==> config.mk <==
export PLATFORM = sky130hd
export DESIGN_NAME = adsr_envelope_table_top
export DESIGN_NICKNAME = d
export VERILOG_FILES = /design/src/hdl/adsr_et_pkg.sv /design/src/hdl/adsr_envelope_table_top.sv /design/src/hdl/adsr_et_ram.sv /design/src/hdl/adsr_et_alu.sv
export SDC_FILE = /design/constraint.sdc
export NUM_CORES = 1
export LEC_CHECK = 0
export BUFFER_PORTS_ARGS = -buffer_cell sky130_fd_sc_hd__buf_2
export CORE_ASPECT_RATIO = 0.7
export CORE_MARGIN = 2
export CORE_UTILIZATION = 60
export CTS_BUF_LIST = sky130_fd_sc_hd__clkbuf_8
export DETAILED_ROUTE_END_ITERATION = 6
export PLACE_DENSITY = 0.79
export SLEW_MARGIN = 40
export SYNTH_ARGS = -nofsm -noshare
export SYNTH_HDL_FRONTEND = slang
export SYNTH_HIERARCHICAL = 1
export SYNTH_SLANG_ARGS = --single-unit
==> constraint.sdc <==
create_clock -name clk -period 13 [get_ports clk]
set_clock_uncertainty 0.2 [all_clocks]
set_input_delay 0.65 -clock clk [delete_from_list [all_inputs] [get_ports clk]]
set_output_delay 0.65 -clock clk [all_outputs]
set_load 0.005 [all_outputs]
==> src/hdl/adsr_et_pkg.sv <==
// ----------------------------------------------------------------------------
// adsr_et_pkg
// Shared types and constants for the ADSR envelope table.
// ----------------------------------------------------------------------------
package adsr_et_pkg;

    // default channel count of the table
    localparam int CHANNELS_DEF = 16;

    // operation codes carried in tuser
    localparam logic [1:0] OP_WRITE = 2'd0;
    localparam logic [1:0] OP_TICK  = 2'd1;
    localparam logic [1:0] OP_READ  = 2'd2;

    // envelope modes, flag bits 2:1
    localparam logic [1:0] MODE_ATTACK  = 2'd0;
    localparam logic [1:0] MODE_DECAY   = 2'd1;
    localparam logic [1:0] MODE_SUSTAIN = 2'd2;
    localparam logic [1:0] MODE_RELEASE = 2'd3;

    // flag bit positions
    localparam int F_ACTIVE  = 0;
    localparam int F_MODE_LO = 1;
    localparam int F_MODE_HI = 2;
    localparam int F_KEYOFF  = 4;
    localparam int F_SLIDE   = 5;
    localparam int F_DIRTY   = 7;

    // level limits
    localparam logic [15:0] HIGH_LIMIT    = 16'hfeff;
    localparam logic [15:0] HIGH_CLAMP    = 16'hff00;
    localparam logic [15:0] RELEASE_FLOOR = 16'h00ff;
    localparam logic [15:0] SLIDE_FLOOR   = 16'h0100;
    localparam logic [15:0] MASK_COARSE   = 16'hf000;
    localparam logic [15:0] MASK_FINE     = 16'hff00;

    localparam int ENTRY_W = 24;

    typedef struct packed {
        logic [7:0]  flags;
        logic [15:0] level;
    } entry_t;

    typedef struct packed {
        logic [1:0]         opcode;
        logic [3:0]         channel;
        logic [15:0]        level_in;
        logic [7:0]         flags_in;
        logic [15:0]        attack_step;
        logic [15:0]        decay_step;
        logic [15:0]        sustain_level;
        logic [15:0]        release_step;
        logic signed [16:0] slide_delta;
        logic               coarse_mask;
    } item_t;

endpackage

==> src/hdl/adsr_envelope_table_top.sv <==
// ----------------------------------------------------------------------------
// adsr_envelope_table_top
// ADSR envelope table: per-channel level and flags with write, tick, read.
// ----------------------------------------------------------------------------
// Usage:
//   Input words arrive on s_axis (tuser = opcode, tdata = channel and step
//   arguments). Each accepted word yields exactly one output word on m_axis
//   carrying the channel's level and flags after the operation.
//   Write loads a channel, tick advances its envelope by one step, read
//   returns it unchanged. A channel index at or beyond CHANNELS changes
//   nothing and returns zero.
// Timing:
//   The entry is read from the table RAM on the accepting edge, modified while
//   the word sits in stage 1 and written back while the result is
//   registered. One word per cycle is sustained while m_axis_tready stays
//   high; a word hitting the channel just updated takes the new entry
//   through a forwarding register instead of the RAM port.
// Reset:
//   rst_n clears every channel at once through per-channel valid bits; an
//   entry never written since reset reads as zero. No clearing pass.
// Stall:
//   When m_axis_tready is low the output register holds, the stage behind it
//   holds its word, and s_axis_tready drops once that stage is occupied.
// ----------------------------------------------------------------------------
module adsr_envelope_table_top
    import adsr_et_pkg::*;
#(
    parameter int CHANNELS = CHANNELS_DEF
) (
    input  logic         clk,
    input  logic         rst_n,
    input  logic         s_axis_tvalid,
    output logic         s_axis_tready,
    // tdata, low bit up: channel[3:0], level_in[19:4], flags_in[27:20],
    // attack_step[43:28], decay_step[59:44], sustain_level[75:60],
    // release_step[91:76], slide_delta[108:92], coarse_mask[109], zero pad
    input  logic [111:0] s_axis_tdata,
    // tuser: opcode[1:0]
    input  logic [1:0]   s_axis_tuser,
    output logic         m_axis_tvalid,
    input  logic         m_axis_tready,
    // tdata, low bit up: level_out[15:0], flags_out[23:16]
    output logic [23:0]  m_axis_tdata
);

    localparam int AW = (CHANNELS > 1) ? $clog2(CHANNELS) : 1;

    item_t         in_item;
    logic          in_accept;

    // stage 1: word waiting on the RAM read
    logic          s1_valid_reg;
    logic          s1_valid_next;
    item_t         s1_item_reg;
    logic          s1_adv;
    logic          s1_in_range;
    logic [AW-1:0] s1_addr;

    // forwarding of the entry just written
    logic          fwd_reg;
    logic          fwd_next;
    entry_t        fwd_data_reg;

    logic [CHANNELS-1:0] valid_reg;
    logic [CHANNELS-1:0] valid_next;

    logic [ENTRY_W-1:0] ram_rdata;
    logic               ram_we;
    entry_t             old_entry;
    entry_t             new_entry;
    entry_t             result;

    logic          out_valid_reg;
    logic          out_valid_next;
    entry_t        out_data_reg;

    // unpack the input word
    assign in_item.opcode        = s_axis_tuser;
    assign in_item.channel       = s_axis_tdata[3:0];
    assign in_item.level_in      = s_axis_tdata[19:4];
    assign in_item.flags_in      = s_axis_tdata[27:20];
    assign in_item.attack_step   = s_axis_tdata[43:28];
    assign in_item.decay_step    = s_axis_tdata[59:44];
    assign in_item.sustain_level = s_axis_tdata[75:60];
    assign in_item.release_step  = s_axis_tdata[91:76];
    assign in_item.slide_delta   = $signed(s_axis_tdata[108:92]);
    assign in_item.coarse_mask   = s_axis_tdata[109];

    assign s1_adv        = s1_valid_reg && (!out_valid_reg || m_axis_tready);
    assign s_axis_tready = !s1_valid_reg || s1_adv;
    assign in_accept     = s_axis_tvalid && s_axis_tready;

    assign s1_addr     = AW'(s1_item_reg.channel);
    assign s1_in_range = (32'(s1_item_reg.channel) < CHANNELS);

    // old entry: forwarded, stored, or reset value
    always_comb
    begin
        if (fwd_reg)
        begin
            old_entry = fwd_data_reg;
        end
        else if (s1_in_range && valid_reg[s1_addr])
        begin
            old_entry = entry_t'(ram_rdata);
        end
        else
        begin
            old_entry = '0;
        end
    end

    adsr_et_alu u_alu (
        .item      (s1_item_reg),
        .old_entry (old_entry),
        .new_entry (new_entry)
    );

    assign result = s1_in_range ? new_entry : '0;
    assign ram_we = s1_adv && s1_in_range
                 && ((s1_item_reg.opcode == OP_WRITE) || (s1_item_reg.opcode == OP_TICK));

    adsr_et_ram #(
        .WIDTH (ENTRY_W),
        .DEPTH (CHANNELS)
    ) u_ram (
        .clk   (clk),
        .we    (ram_we),
        .waddr (s1_addr),
        .wdata (new_entry),
        .re    (in_accept),
        .raddr (AW'(in_item.channel)),
        .rdata (ram_rdata)
    );

    always_comb
    begin
        s1_valid_next  = s1_valid_reg;
        fwd_next       = fwd_reg;
        out_valid_next = out_valid_reg;
        valid_next     = valid_reg;
        if (m_axis_tready)
        begin
            out_valid_next = 1'b0;
        end
        if (s1_adv)
        begin
            s1_valid_next  = 1'b0;
            fwd_next       = 1'b0;
            out_valid_next = 1'b1;
        end
        if (ram_we)
        begin
            valid_next[s1_addr] = 1'b1;
        end
        if (in_accept)
        begin
            s1_valid_next = 1'b1;
            fwd_next      = s1_adv && (in_item.channel == s1_item_reg.channel);
        end
    end

    always_ff @(posedge clk or negedge rst_n)
    begin
        if (!rst_n)
        begin
            s1_valid_reg  <= 1'b0;
            fwd_reg       <= 1'b0;
            out_valid_reg <= 1'b0;
            valid_reg     <= '0;
        end
        else
        begin
            s1_valid_reg  <= s1_valid_next;
            fwd_reg       <= fwd_next;
            out_valid_reg <= out_valid_next;
            valid_reg     <= valid_next;
        end
    end

    always_ff @(posedge clk)
    begin
        if (in_accept)
        begin
            s1_item_reg <= in_item;
        end
        if (s1_adv)
        begin
            fwd_data_reg <= result;
            out_data_reg <= result;
        end
    end

    assign m_axis_tvalid = out_valid_reg;
    assign m_axis_tdata  = {out_data_reg.flags, out_data_reg.level};

    // table is written only when the stage hands its word on
    a_we_on_adv : assert property (@(posedge clk) disable iff (!rst_n)
        ram_we |-> s1_adv)
        else $error("table write without stage advance");

    // forwarding is only armed for a word in the stage
    a_fwd_stage : assert property (@(posedge clk) disable iff (!rst_n)
        fwd_reg |-> s1_valid_reg)
        else $error("forward flag set with empty stage");

    // a stalled output keeps the stage word back
    a_stall_hold : assert property (@(posedge clk) disable iff (!rst_n)
        (s1_valid_reg && out_valid_reg && !m_axis_tready) |=> s1_valid_reg)
        else $error("stage word lost under stall");

    // a read never modifies the table
    a_read_no_write : assert property (@(posedge clk) disable iff (!rst_n)
        (s1_valid_reg && (s1_item_reg.opcode == OP_READ)) |-> !ram_we)
        else $error("read item wrote the table");

endmodule

==> src/hdl/adsr_et_ram.sv <==
// ----------------------------------------------------------------------------
// adsr_et_ram
// Generic single-write, single-read RAM with registered read data.
// ----------------------------------------------------------------------------
module adsr_et_ram #(
    parameter int WIDTH = 8,
    parameter int DEPTH = 16,
    localparam int AW   = (DEPTH > 1) ? $clog2(DEPTH) : 1
) (
    input  logic             clk,
    input  logic             we,
    input  logic [AW-1:0]    waddr,
    input  logic [WIDTH-1:0] wdata,
    input  logic             re,
    input  logic [AW-1:0]    raddr,
    output logic [WIDTH-1:0] rdata
);

    logic [WIDTH-1:0] mem [DEPTH];
    logic [WIDTH-1:0] rdata_reg;

    always_ff @(posedge clk)
    begin
        if (we)
        begin
            mem[waddr] <= wdata;
        end
        if (re)
        begin
            rdata_reg <= mem[raddr];
        end
    end

    assign rdata = rdata_reg;

endmodule

==> src/hdl/adsr_et_alu.sv <==
// ----------------------------------------------------------------------------
// adsr_et_alu
// Next-entry logic: write, read, tick step and dirty marking for one channel.
// ----------------------------------------------------------------------------
module adsr_et_alu
    import adsr_et_pkg::*;
(
    input  item_t  item,
    input  entry_t old_entry,
    output entry_t new_entry
);

    logic [16:0]        sum_atk;
    logic signed [17:0] dif_dec;
    logic signed [17:0] dif_rel;
    logic signed [17:0] sum_sld;
    logic [15:0]        rel_level;
    logic               rel_done;
    logic [15:0]        dmask;
    logic [15:0]        lvl;
    logic [7:0]         fl;
    logic               ticked;

    assign sum_atk = {1'b0, old_entry.level} + {1'b0, item.attack_step};
    assign dif_dec = $signed({2'b00, old_entry.level}) - $signed({2'b00, item.decay_step});
    assign dif_rel = $signed({2'b00, old_entry.level}) - $signed({2'b00, item.release_step});
    assign sum_sld = $signed({2'b00, old_entry.level})
                   + $signed({item.slide_delta[16], item.slide_delta});

    assign rel_done  = (dif_rel <= $signed({2'b00, RELEASE_FLOOR}));
    assign rel_level = rel_done ? 16'h0000 : dif_rel[15:0];
    assign dmask     = item.coarse_mask ? MASK_COARSE : MASK_FINE;

    always_comb
    begin
        lvl    = old_entry.level;
        fl     = old_entry.flags;
        ticked = 1'b0;
        case (item.opcode)
            OP_WRITE:
            begin
                lvl = item.level_in;
                fl  = item.flags_in;
            end
            OP_TICK:
            begin
                if (fl[F_ACTIVE])
                begin
                    ticked = 1'b1;
                    case (fl[F_MODE_HI:F_MODE_LO])
                        MODE_ATTACK:
                        begin
                            if (sum_atk > {1'b0, HIGH_LIMIT})
                            begin
                                lvl = HIGH_CLAMP;
                                fl[F_MODE_HI:F_MODE_LO] = MODE_DECAY;
                            end
                            else
                            begin
                                lvl = sum_atk[15:0];
                            end
                        end
                        MODE_DECAY:
                        begin
                            if (dif_dec <= $signed({2'b00, item.sustain_level}))
                            begin
                                lvl = item.sustain_level;
                                fl[F_MODE_HI:F_MODE_LO] = MODE_SUSTAIN;
                            end
                            else
                            begin
                                lvl = dif_dec[15:0];
                            end
                        end
                        MODE_SUSTAIN:
                        begin
                            // key-off enters release and steps at once
                            if (fl[F_KEYOFF])
                            begin
                                lvl = rel_level;
                                fl[F_MODE_HI:F_MODE_LO] = MODE_RELEASE;
                                if (rel_done)
                                begin
                                    fl[F_MODE_HI:F_ACTIVE] = 3'b000;
                                end
                            end
                        end
                        default:
                        begin
                            lvl = rel_level;
                            if (rel_done)
                            begin
                                fl[F_MODE_HI:F_ACTIVE] = 3'b000;
                            end
                        end
                    endcase
                end
                else if (fl[F_SLIDE])
                begin
                    ticked = 1'b1;
                    lvl    = sum_sld[15:0];
                    if (!item.slide_delta[16])
                    begin
                        if (sum_sld > $signed({2'b00, HIGH_LIMIT}))
                        begin
                            lvl           = HIGH_CLAMP;
                            fl[F_ACTIVE] = 1'b0;
                            fl[F_SLIDE]  = 1'b0;
                        end
                    end
                    else if (sum_sld <= $signed({2'b00, SLIDE_FLOOR}))
                    begin
                        lvl           = 16'h0000;
                        fl[F_ACTIVE] = 1'b0;
                        fl[F_SLIDE]  = 1'b0;
                    end
                end
                if (ticked && ((lvl & dmask) != (old_entry.level & dmask)))
                begin
                    fl[F_DIRTY] = 1'b1;
                end
            end
            default:
            begin
                // read, and the spare code acting as read
                lvl = old_entry.level;
            end
        endcase
        new_entry.level = lvl;
        new_entry.flags = fl;
    end

endmodule
==> metrics.cfg <==
[clocking]
clockBufferDepth = 3
root_buffer = clkbuf_8
ctsHoldBuffers = 109
h-tree-depth = 3
post_cts_buffers = 0
cts_buffers = 83
clk_pin_slew_ps = 60
clock_latency_ps = 660
cts_resized = 0
cts_sinks = 563
cts_tree = done

[grt]
grt_pass1_wl_mm = 109.4
grt_use_total_pct = 32.77
grt_overflow = 0
grt_pass1_vias = 17680
grt_antenna_before_repair = 1
grt_max_degree = 76

[pwr]
power.density_nw_per_um2 = 146.8
peakVddDrop_uv = 109.1
leakage_nw = 11.24

[critical_path]
crit_type = reg2reg
r2r_start = s1_addr[0]
crit_path_max_incr_delay_ps = 750
ff2ff_setup_slack_ps = 3710
r2r_cells = 28
crit_top_cell = a21oi_1
setup.worst_path.start_class = flop
critPathSlowestCell = edfxtp_1
worst_setup_path_end_kind = flop
worstPathArrival_ps = 9430
r2r-end = u_ram/mem[12][23]
startpoint = s1_addr[0]
critPathMaxFanout = 23
critPathCapture = u_ram/mem[12][23]
required_ps = 13150

[logic_synthesis]
syn-num-nets = 1966
syn_avg_cell_area_um2 = 14.96
synth_edf_count = 544
synth_area_um2 = 26390
seq_area_frac_synth_pct = 63.69
synth-main-ff-cell = edfxtp_1
synth_seq_cells = 563
yosysUniqueCellTypes = 100
async_flop_share_pct = 3.375
ys_warn_count = 6
synth_cells = 1764

[placement]
placed_area_um2 = 27980
globalplace.congestion = 1.017
port_buffers = 141
hpwl_mm = 47.84

[finish]
nFillCells = 2815
largest_reg_flops = 384
fin_nets = 2265
syn_to_final_growth_pct = 15.95
drive_above_1_share_pct = 22.11
seq_area_um2 = 16810
multi_input_area_um2 = 9039
antenna_cells = 0
design_area_um2 = 30600

[detailed_routing]
drt-total-wl_mm = 74.58
num_vias = 17930
first_pass_iters = 7
vias_per_cell = 6.603
wl_per_cell_um = 27.47
drc = 0
drt_iter0_markers = 2375
drtAntennaViolNets = 0

[die]
die_y_um = 179.5
io_pins = 144
die_w_um = 254.7
initial_core_util_pct = 60.59
dieArea_um2 = 45710
core_um2 = 43560
rows = 64

[timing]
finalMaxSlewViolations = 0
rsz0062_at_grt = false
fin_setup_tns_ps = 0
worst_slew_pin_slew_ps = 881.5
period_minus_slack_ps = 9290
hold_viol = 0
period_share_pct = 71.46
fmax_mhz = 107.6
finalSetupViolations = 0
max-slew-margin-rel_pct = 40.84

[status]
outcome = finished, final reports clean

[min_path]
min_path_type = in2reg

[flow_run]
max_cap_viol_count = 0

-- area by class of cell --
cell class,instances,share of cell area [%]
Inverter,71,0.8708
Clock buffer,85,3.823
Multi-Input combinational cell,1048,29.53
Tap cell,594,2.428
Timing Repair Buffer,296,7.347
Clock inverter,58,1.067
Sequential cell,563,54.93
-- kinds of logic after synthesis --
kind of cell	share of synthesized area, %
xor gates and xnor gates	1.555
and+or+nand+nor	6.276
adders and majority gates	4.096
AOI/OAI and AO/OA	12.84
DFF	63.69
muxes	8.960
buffers and inverters	2.579
-- power by group --
| part | internal (W) | switching, W | total [W] | leakage [nW] |
|---|---|---|---|---|
| Combinational | 0.000361 | 0.000653 | 0.00101 | 5.11 |
| Clock | 0.000653 | 0.000682 | 0.00133 | 0.869 |
| Sequential | 0.00211 | 0.0000376 | 0.00214 | 5.26 |
-- synthesized netlist by cell type (all sizes together), types with 25 or more instances --
master,instances,area (um2)
edfxtp,544,16340
nand2,112,422.9
mux4,97,2185
a21oi,86,452.9
ha,80,1001
nor2,78,292.8
inv,70,262.8
o21ai,64,327.8
a22oi,53,397.9
clkbuf,51,191.4
a21o,35,262.8
buf,31,222.7
o211ai,27,202.7
a22o,25,219.0
xor2,25,226.5
-- per-layer routing --
| layer | up-vias | track usage, % | share of wire [%] |
|---|---|---|---|
| met5 | - | 0 | 0 |
| met4 | 0 | 10.18 | 2.9 |
| met3 | 150 | 11.53 | 13 |
| met2 | 1141 | 46.55 | 44 |
| met1 | 8943 | 47.88 | 40 |
| li1 | 7693 | - | - |
-- cell usage in the layout (no fill, tap or decap), types with 22 or more instances in the layout --
cell type | synthesis | routed
nor2_1 | 78 | 64
o21ai_0 | 48 | 48
a21o_1 | 35 | 35
xor2_1 | 24 | 24
ha_1 | 80 | 80
inv_1 | 70 | 96
nand2_1 | 111 | 111
a22o_1 | 25 | 25
mux4_2 | 97 | 97
edfxtp_1 | 544 | 544
dlygate4sd3_1 | 0 | 109
o211ai_1 | 27 | 27
nand3_1 | 22 | 22
a22oi_1 | 53 | 52
buf_2 | 19 | 139
buf_4 | 0 | 38
a21oi_1 | 80 | 74
clkbuf_8 | 0 | 86
-- worst max-delay path, delay by kind of cell, from the launching register on --
family,cells,cell delay (ps)
compound gates,16,4340
simple gates,3,1250
fa+ha+maj,3,1040
buf+inv,4,830
flops,1,750
mux,1,350
xor+xnor,1,200
-- how the worst min path moves through the flow --
stage                        from            to  cells after the start  slack [ps]
finish              s_axis_tvalid  s1_valid_reg                      2          50
global route        s_axis_tvalid  s1_valid_reg                      2          40
CTS                 s_axis_tvalid  s1_valid_reg                      2          10
detailed placement   valid_reg[1]  valid_reg[1]                      1         250
global placement     valid_reg[6]  valid_reg[6]                      1         240
floorplan                   rst_n       fwd_reg                      0         150
-- per-stage QoR --
stage / power (W) / std cells / setup slack (ps) / utilization [%] / hold slack [ps]
final: 0.004494 / 2715 / 3710 / 70.26 / 49.87
after global routing: 0.004655 / 2715 / 3233 / 70.26 / 44.47
after CTS: 0.004462 / 2714 / 4044 / 70.18 / 13.31
after detailed placement: 0.003119 / 2462 / 4128 / 64.24 / 247.9
after global placement: 0.003082 / 2457 / 3740 / 63.85 / 237.1
after floorplan: 0.002802 / 1764 / 6109 / - / 154.4
Power figures use the tool's default switching activity.
